### src/design/nptd_pkg.sv
`timescale 1ns / 1ps
// ----------------------------------------------------------------------------
// nptd_pkg
// Shared constants and types for the nested priority task dispatcher.
// ----------------------------------------------------------------------------
package nptd_pkg;

  localparam int QUEUE_DEPTH = 16;
  localparam int NEST_DEPTH  = 16;
  localparam int NUM_LEVELS  = 16;
  localparam int PRIO_W      = 4;
  localparam int ID_W        = 8;
  localparam int OUT_CNT_W   = 5;

  // one sentinel node per priority level plus one node per queued task
  localparam int NODE_COUNT  = QUEUE_DEPTH + NUM_LEVELS;
  localparam int PTR_W       = $clog2(NODE_COUNT);
  localparam int NODE_W      = ID_W + PTR_W;
  localparam int QCNT_W      = $clog2(QUEUE_DEPTH + 1);
  localparam int SCNT_W      = $clog2(NEST_DEPTH + 1);
  localparam int SP_W        = (NEST_DEPTH > 1) ? $clog2(NEST_DEPTH) : 1;

  localparam logic [PRIO_W-1:0] IDLE_RESET = 4'd9;

  typedef enum logic [1:0] {
    CMD_ADD    = 2'd0,
    CMD_CHECK  = 2'd1,
    CMD_FINISH = 2'd2
  } cmd_t;

  typedef enum logic [1:0] {
    ERR_NONE    = 2'd0,
    ERR_FULL    = 2'd1,
    ERR_NO_TASK = 2'd2
  } err_t;

  typedef enum logic [2:0] {
    S_IDLE,
    S_ADD_RD,
    S_POP_RD,
    S_TRY,
    S_DISP_RD
  } state_t;

endpackage

### src/design/nptd_ram.sv
`timescale 1ns / 1ps
// ----------------------------------------------------------------------------
// nptd_ram
// Simple dual-port RAM: one write port, one read port, registered read data.
// ----------------------------------------------------------------------------
module nptd_ram #(
  parameter int WIDTH = 8,
  parameter int DEPTH = 16,
  localparam int AW   = (DEPTH > 1) ? $clog2(DEPTH) : 1
) (
  input  logic             clk,
  input  logic             we,
  input  logic [AW-1:0]    waddr,
  input  logic [WIDTH-1:0] wdata,
  input  logic [AW-1:0]    raddr,
  output logic [WIDTH-1:0] rdata
);

  logic [WIDTH-1:0] mem [DEPTH];

  always_ff @(posedge clk) begin
    if (we) begin
      mem[waddr] <= wdata;
    end
    rdata <= mem[raddr];
  end

endmodule

### src/design/nested_priority_task_dispatcher_core.sv
`timescale 1ns / 1ps
// ----------------------------------------------------------------------------
// nested_priority_task_dispatcher_core
// Priority task queue with FIFO order inside a level and a nesting stack.
// ----------------------------------------------------------------------------
// Usage:
//   An item (cmd, task_id, task_priority) is taken when start is high and
//   busy is low. Each item gives one result, shown for one cycle with done
//   high; the receiver cannot stall, so results are simply sampled.
//   States passed between the accepting edge and the done cycle:
//     add     none, S_ADD_RD when a slot freed by an earlier dispatch is reused
//     check   S_TRY, then S_DISP_RD when a task is dispatched
//     finish  S_POP_RD, S_TRY, then S_DISP_RD if dispatched; none with an empty stack
//   busy drops in the done cycle, so the next item may start there.
//   The extra states come from the registered read of the node memory (one
//   linked list per level, sentinel node at each tail) and of the stack.
//   idle_priority is written on the cfg channel; cfg_ready is high only
//   while the block is idle.
//   Reset (rst, synchronous) empties queue and stack and sets the running
//   level and idle_priority to 9. No memory clearing pass is needed.
// ----------------------------------------------------------------------------
module nested_priority_task_dispatcher_core (
  input  logic                          clk,
  input  logic                          rst,
  input  logic                          start,
  output logic                          busy,
  input  logic [1:0]                    cmd,
  input  logic [nptd_pkg::ID_W-1:0]     task_id,
  input  logic [nptd_pkg::PRIO_W-1:0]   task_priority,
  input  logic                          cfg_valid,
  output logic                          cfg_ready,
  input  logic [nptd_pkg::PRIO_W-1:0]   cfg_data,
  output logic                          done,
  output logic                          dispatched,
  output logic [nptd_pkg::ID_W-1:0]     run_task_id,
  output logic [nptd_pkg::PRIO_W-1:0]   running_priority,
  output logic [nptd_pkg::OUT_CNT_W-1:0] pending_count,
  output logic [nptd_pkg::OUT_CNT_W-1:0] nest_level,
  output logic [1:0]                    error
);

  import nptd_pkg::*;

  state_t              state, state_next;
  logic [ID_W-1:0]     tid_r;
  logic [PRIO_W-1:0]   tpr_r, tpr_next;
  logic [QCNT_W-1:0]   count, count_next;
  logic [QCNT_W-1:0]   fresh, fresh_next;
  logic [PTR_W-1:0]    free_head, free_head_next;
  logic [PTR_W-1:0]    head [NUM_LEVELS];
  logic [PTR_W-1:0]    head_next [NUM_LEVELS];
  logic [PTR_W-1:0]    tail [NUM_LEVELS];
  logic [PTR_W-1:0]    tail_next [NUM_LEVELS];
  logic [SCNT_W-1:0]   saved_count, saved_count_next;
  logic [PRIO_W-1:0]   current_level, current_level_next;
  logic [PRIO_W-1:0]   idle_priority, idle_priority_next;
  logic [PRIO_W-1:0]   lvl_r, lvl_next;
  logic [PTR_W-1:0]    node_r, node_next;
  logic                result_done, result_done_next;
  logic                result_disp, result_disp_next;
  logic [ID_W-1:0]     result_id, result_id_next;
  err_t                result_err, result_err_next;

  // node memory: {id, next pointer}
  logic                q_we;
  logic [PTR_W-1:0]    q_waddr, q_raddr;
  logic [NODE_W-1:0]   q_wdata, q_rdata;
  // saved level stack
  logic                s_we;
  logic [SP_W-1:0]     s_waddr, s_raddr;
  logic [PRIO_W-1:0]   s_wdata, s_rdata;

  logic                any_ready;
  logic [PRIO_W-1:0]   best_lvl;
  logic [SCNT_W-1:0]   saved_dec;

  nptd_ram #(.WIDTH(NODE_W), .DEPTH(NODE_COUNT)) u_node_ram (
    .clk   (clk),
    .we    (q_we),
    .waddr (q_waddr),
    .wdata (q_wdata),
    .raddr (q_raddr),
    .rdata (q_rdata)
  );

  nptd_ram #(.WIDTH(PRIO_W), .DEPTH(NEST_DEPTH)) u_stack_ram (
    .clk   (clk),
    .we    (s_we),
    .waddr (s_waddr),
    .wdata (s_wdata),
    .raddr (s_raddr),
    .rdata (s_rdata)
  );

  // a level holds tasks when its head has not reached its sentinel tail
  always_comb begin
    any_ready = 1'b0;
    best_lvl  = '0;
    for (int p = NUM_LEVELS - 1; p >= 0; p--) begin
      if (head[p] != tail[p]) begin
        any_ready = 1'b1;
        best_lvl  = PRIO_W'(p);
      end
    end
  end

  assign saved_dec = saved_count - SCNT_W'(1);

  always_comb begin
    state_next         = state;
    tpr_next           = tpr_r;
    count_next         = count;
    fresh_next         = fresh;
    free_head_next     = free_head;
    head_next          = head;
    tail_next          = tail;
    saved_count_next   = saved_count;
    current_level_next = current_level;
    idle_priority_next = idle_priority;
    lvl_next           = lvl_r;
    node_next          = node_r;
    result_done_next   = 1'b0;
    result_disp_next   = 1'b0;
    result_id_next     = '0;
    result_err_next    = ERR_NONE;
    q_we               = 1'b0;
    q_waddr            = '0;
    q_wdata            = '0;
    q_raddr            = '0;
    s_we               = 1'b0;
    s_waddr            = '0;
    s_wdata            = '0;
    s_raddr            = '0;

    case (state)
      S_IDLE: begin
        if (cfg_valid) begin
          idle_priority_next = cfg_data;
          if (saved_count == '0) begin
            current_level_next = cfg_data;
          end
        end
        if (start) begin
          tpr_next = task_priority;
          case (cmd)
            CMD_ADD: begin
              if (count >= QCNT_W'(QUEUE_DEPTH)) begin
                result_done_next = 1'b1;
                result_err_next  = ERR_FULL;
              end else if (fresh < QCNT_W'(QUEUE_DEPTH)) begin
                // never-used node becomes the new sentinel
                q_we                     = 1'b1;
                q_waddr                  = tail[task_priority];
                q_wdata                  = {task_id, PTR_W'(fresh)};
                tail_next[task_priority] = PTR_W'(fresh);
                fresh_next               = fresh + QCNT_W'(1);
                count_next               = count + QCNT_W'(1);
                result_done_next         = 1'b1;
              end else begin
                q_raddr    = free_head;
                state_next = S_ADD_RD;
              end
            end
            CMD_CHECK: begin
              state_next = S_TRY;
            end
            CMD_FINISH: begin
              if (saved_count == '0) begin
                result_done_next = 1'b1;
                result_err_next  = ERR_NO_TASK;
              end else begin
                s_raddr          = saved_dec[SP_W-1:0];
                saved_count_next = saved_dec;
                state_next       = S_POP_RD;
              end
            end
            default: begin
              result_done_next = 1'b1;
            end
          endcase
        end
      end

      S_ADD_RD: begin
        // pop a recycled node from the free list
        free_head_next   = q_rdata[PTR_W-1:0];
        q_we             = 1'b1;
        q_waddr          = tail[tpr_r];
        q_wdata          = {tid_r, free_head};
        tail_next[tpr_r] = free_head;
        count_next       = count + QCNT_W'(1);
        result_done_next = 1'b1;
        state_next       = S_IDLE;
      end

      S_POP_RD: begin
        current_level_next = s_rdata;
        state_next         = S_TRY;
      end

      S_TRY: begin
        if (any_ready && (best_lvl < current_level) &&
            (saved_count < SCNT_W'(NEST_DEPTH))) begin
          q_raddr            = head[best_lvl];
          node_next          = head[best_lvl];
          lvl_next           = best_lvl;
          s_we               = 1'b1;
          s_waddr            = saved_count[SP_W-1:0];
          s_wdata            = current_level;
          saved_count_next   = saved_count + SCNT_W'(1);
          current_level_next = best_lvl;
          state_next         = S_DISP_RD;
        end else begin
          result_done_next = 1'b1;
          state_next       = S_IDLE;
        end
      end

      S_DISP_RD: begin
        head_next[lvl_r] = q_rdata[PTR_W-1:0];
        // old head node goes onto the free list
        q_we             = 1'b1;
        q_waddr          = node_r;
        q_wdata          = {{ID_W{1'b0}}, free_head};
        free_head_next   = node_r;
        count_next       = count - QCNT_W'(1);
        result_done_next = 1'b1;
        result_disp_next = 1'b1;
        result_id_next   = q_rdata[NODE_W-1:PTR_W];
        state_next       = S_IDLE;
      end

      default: begin
        state_next = S_IDLE;
      end
    endcase
  end

  always_ff @(posedge clk) begin
    if (rst) begin
      state         <= S_IDLE;
      count         <= '0;
      fresh         <= '0;
      saved_count   <= '0;
      current_level <= IDLE_RESET;
      idle_priority <= IDLE_RESET;
      result_done   <= 1'b0;
      for (int p = 0; p < NUM_LEVELS; p++) begin
        head[p] <= PTR_W'(QUEUE_DEPTH + p);
        tail[p] <= PTR_W'(QUEUE_DEPTH + p);
      end
    end else begin
      state         <= state_next;
      count         <= count_next;
      fresh         <= fresh_next;
      saved_count   <= saved_count_next;
      current_level <= current_level_next;
      idle_priority <= idle_priority_next;
      result_done   <= result_done_next;
      head          <= head_next;
      tail          <= tail_next;
    end
  end

  always_ff @(posedge clk) begin
    if (state == S_IDLE && start) begin
      tid_r <= task_id;
    end
    tpr_r       <= tpr_next;
    free_head   <= free_head_next;
    lvl_r       <= lvl_next;
    node_r      <= node_next;
    result_disp <= result_disp_next;
    result_id   <= result_id_next;
    result_err  <= result_err_next;
  end

  assign busy             = (state != S_IDLE);
  assign cfg_ready        = (state == S_IDLE);
  assign done             = result_done;
  assign dispatched       = result_disp;
  assign run_task_id      = result_id;
  assign error            = result_err;
  assign running_priority = current_level;
  assign pending_count    = OUT_CNT_W'(count);
  assign nest_level       = OUT_CNT_W'(saved_count);

`ifndef SYNTHESIS
  a_count_bound: assert property (@(posedge clk) disable iff (rst)
    count <= QCNT_W'(QUEUE_DEPTH))
    else $error("pending count above queue depth");

  a_nest_bound: assert property (@(posedge clk) disable iff (rst)
    saved_count <= SCNT_W'(NEST_DEPTH))
    else $error("nesting stack overflow");

  a_disp_no_err: assert property (@(posedge clk) disable iff (rst)
    (done && dispatched) |-> (error == ERR_NONE && nest_level != '0))
    else $error("dispatch reported with error or empty stack");

  a_item_progress: assert property (@(posedge clk) disable iff (rst)
    (start && !busy) |=> (busy || done))
    else $error("accepted item neither in progress nor done");

  a_disp_level: assert property (@(posedge clk) disable iff (rst)
    (state == S_DISP_RD) |-> (current_level == lvl_r && any_ready))
    else $error("dispatch level mismatch");
`endif

endmodule

### config.mk
export PLATFORM = sky130hd
export DESIGN_NAME = nested_priority_task_dispatcher_core
export DESIGN_NICKNAME = d
export VERILOG_FILES = /design/src/design/nptd_pkg.sv /design/src/design/nptd_ram.sv /design/src/design/nested_priority_task_dispatcher_core.sv
export SDC_FILE = /design/constraint.sdc
export NUM_CORES = 1
export LEC_CHECK = 0
export BUFFER_PORTS_ARGS = -buffer_cell sky130_fd_sc_hd__buf_2
export CAP_MARGIN = 20
export CORE_ASPECT_RATIO = 1.25
export CORE_MARGIN = 1.5
export CORE_UTILIZATION = 50
export DETAILED_ROUTE_END_ITERATION = 10
export GPL_TIMING_DRIVEN = 0
export PLACE_DENSITY_LB_ADDON = 0.1
export SETUP_SLACK_MARGIN = 0.3
export SLEW_MARGIN = 20
export SYNTH_ARGS = -nofsm -noshare
export SYNTH_HDL_FRONTEND = slang
export SYNTH_HIERARCHICAL = 1
export SYNTH_SLANG_ARGS = --single-unit
### constraint.sdc
create_clock -name clk -period 12 [get_ports clk]
set_input_delay 1.8 -clock clk [delete_from_list [all_inputs] [get_ports clk]]
set_output_delay 1.8 -clock clk [all_outputs]
set_load 0.05 [all_outputs]
==> impl_results.md <==
* GP Congestion at 0.976
* Area grow syn2layout at 12.4%
* Total setup buffers inserted after CTS at 0
* Arr. time, crit path at 7.98 ns
* Post-Syn Instances at 2394
* CTS Buf Count at 72
* Initial Util at 0.506
* Antenna violations before repair at 1
* Clk_lat worst skew at 0.62 ns
* Seq/Total Area, Yosys at 0.606
* Die W at 229 um
* CP max FO at 22
* Worst relative slew slack at 0.300
* Final core occ at 0.569
* Post-synth EDFFs at 506
* Number of global-route vias before repair at 21100
* Grt total ovfl at 0
* H-tree depth at 3
* Largest net degree at the start of global routing at 33
* 1st-pass router iterations at 5
* Final hold vios at 0
* Inst Count DP at 3293
* 1st-iter DRT viols at 1701
* IO buf count at 49
* Outcome: completed
* DIE AREA at 0.0656 sq mm
* P_leak at 11.6 nW
* Root Buffer Master: clkbuf_16
* Vias per cell at 6.15
* Final net count at 2565
* Largest cells by area after synthesis: edfxtp_1 (47%), dfxtp_1 (13%), mux2i_1 (8.8%)
* Post-synthesis simple-gate area fraction at 0.0892
* Hold Path Class: reg2reg
* FMAX at 132 MHz
* Adder-cell share of the synthesized area at 0.00609
* Cell type with the largest total area after synthesis: edfxtp_1
* CTS tree: yes
* Pin slew with the least headroom to its limit at 1.04 ns
* Slew Viols, Final at 0
* DP HPWL at 69800 um
* Post-cts resize count at 0
* Syn avg cell area at 13.4 sq um
* Hold-fix buffers, CTS at 0
* Core Area at 0.0633 sq mm
* RSZ-0062 raised after global routing: no
* Antenna-violating nets left at 0
* Fin crit period at 7.55 ns
* Placed Area at 0.0336 sq mm
* DRC at 0
* Yosys warns at 6
* Area share of the largest cell type after synthesis at 0.474
* Critical Path RT at 12.43 ns
* Top post-synthesis cells by count: edfxtp_1 (506), mux2i_1 (283), nor2_1 (260), dfxtp_1 (211), a22oi_1 (127)
* XOR/XNOR Fraction of Synth Area at 0.0257
* Compound-Gate Fraction of Synth Area at 0.101
* Chip Height at 286 um
* Clock-pin slew on the worst setup and hold paths at 0.06 ns
* Synth cell types at 78
* Fraction of synthesis flops using an asynchronous set or reset pin at 0
* Mux contribution to synthesized area at 0.142
* Io pins at 50
* Row cnt at 103
* Finished Layout Cells at 3428
* Syn nets at 2431
* Critical path endpoint category: register
* Tcrit/Tclk final at 0.629
* Max_cap viols at 0
* Layout Skew at 0.0201 ns
* Crit path kind: reg2reg
* Largest family of logic cells by synthesized area: multiplexers
* Deepest clock path buffer count at 3
* Overall global routing resource usage at 0.293
* Final setup fails at 0
* DRT Wirelength at 96100 um
* Total number of vias at 21100
* Setup TNS at 0 ns
* Cell area after layout at 0.0360 sq mm
* WL/cell at 28.0 um
* Peak supply drop at 0.137 mV
* P per Cell Area at 156 mW/mm^2
* CTS sink count at 717
* #FFs+latches synth at 717
* FILL cells at 5161
* First-pass GRT wire length at 140000 um
* Post-synth top flop: edfxtp_1
* CP Launch Type: register
* Library cell with the highest instance count after synthesis: edfxtp_1
* Mapped Area at 0.0320 sq mm
* Share of layout cells above drive strength 1 at 0.137
-- state kept, by name (all words and copies together), names as in the netlist, 5 cells and up --
signal and flops:
u_stack_ram/mem 64, free_head 5, fresh 5, node_r 5
tail 80, tid_r 8, u_node_ram/mem 416, head 80
nest_level 5, run_task_id 8, pending_count 5, u_node_ram/rdata 13
-- power breakdown --
| part | leakage [nW] | switching (W) | internal, W |
|---|---|---|---|
| Clock | 1.18 | 0.000965 | 0.00134 |
| Sequential | 6.13 | 0.0000203 | 0.00269 |
| Combinational | 4.33 | 0.000407 | 0.000185 |
-- kinds of logic (layout without fill, tap and decap cells) --
group                    count (synthesis)  after routing
AO/OA/AOI/OAI                          426            426
XOR/XNOR                                94             94
flip-flops                             717            717
buffers and inverters                  170            363
adder cells (fa/ha/maj)                 15             15
multiplexers                           362            362
other                                    0              1
AND/OR/NAND/NOR                        610            610
-- metal layers --
| layer | track usage | wire (um) | up-vias |
|---|---|---|---|
| met2 | 0.522 | 49300 | 787 |
| met1 | 0.348 | 36700 | 10600 |
| li1 | - | - | 9486 |
| met3 | 0.0363 | 4870 | 214 |
| met5 | 0 | 8 | - |
| met4 | 0.153 | 5210 | 2 |
-- worst max-delay path, stage by stage (launching register included) --
cell,delay (ns)
dfxtp_1,0.47
xnor2_1,0.16
nand3_1,0.10
nor3_1,0.54
nand2_1,0.11
nor3_1,0.76
nor3b_1,0.31
clkbuf_1,0.59
ha_1,0.38
a211o_1,0.27
a311o_1,0.49
nor3_2,0.29
buf_6,0.29
nand3_2,0.19
o22a_1,0.29
o211ai_1,0.41
or2_2,0.31
clkbuf_1,0.43
nor3_1,0.19
a31oi_1,0.51
nand3_1,0.25
-- cell usage in the layout, fill, tap and decap left out, types with 71 or more instances in the layout --
cell type	count
buf_2	71
clkbuf_1	102
a211o_1	78
a21oi_1	76
nand2_1	86
a22oi_1	127
clkbuf_16	75
nor2_1	229
dfxtp_1	211
mux2i_1	283
edfxtp_1	506
-- per-stage QoR --
| stage | total power (W) | worst slack [ns] | hold slack (ns) |
|---|---|---|---|
| after global routing | 0.00576 | 4.21 | 0.479 |
| final | 0.00561 | 4.45 | 0.456 |
| after global placement | 0.00333 | 3.99 | 0.446 |
| after floorplan | 0.00312 | 6.52 | 0.437 |
| after CTS | 0.00564 | 4.58 | 0.457 |
| after detailed placement | 0.00335 | 4.52 | 0.444 |
-- area by class of cell --
class,instances,area (sq um),share of cell area
clock buffer,106,2100,0.0584
multi-input combinational,1507,11800,0.327
buffer,145,868,0.0241
timing repair buffer,60,373,0.0104
antenna,1,2.50,0.0000695
tap,840,1050,0.0292
inverter,25,93.8,0.00261
sequential,717,19400,0.539
clock inverter,27,322,0.00893
-- path summary, 6_finish.rpt --
path,from,end,slack [ns],depth (start not counted)
worst max-delay path,tail[70]$_SDFFE_PP1P_,u_node_ram/rdata[4]$_DFF_P_,4.45,20
worst min-delay path,u_node_ram/rdata[10]$_DFF_P_,run_task_id[5]$_SDFF_PN0_,0.46,1
worst min register to register,u_node_ram/rdata[10]$_DFF_P_,run_task_id[5]$_SDFF_PN0_,0.46,1
worst max register to register,tail[70]$_SDFFE_PP1P_,u_node_ram/rdata[4]$_DFF_P_,4.45,20
Note: power is estimated with default switching activity, not from simulation.
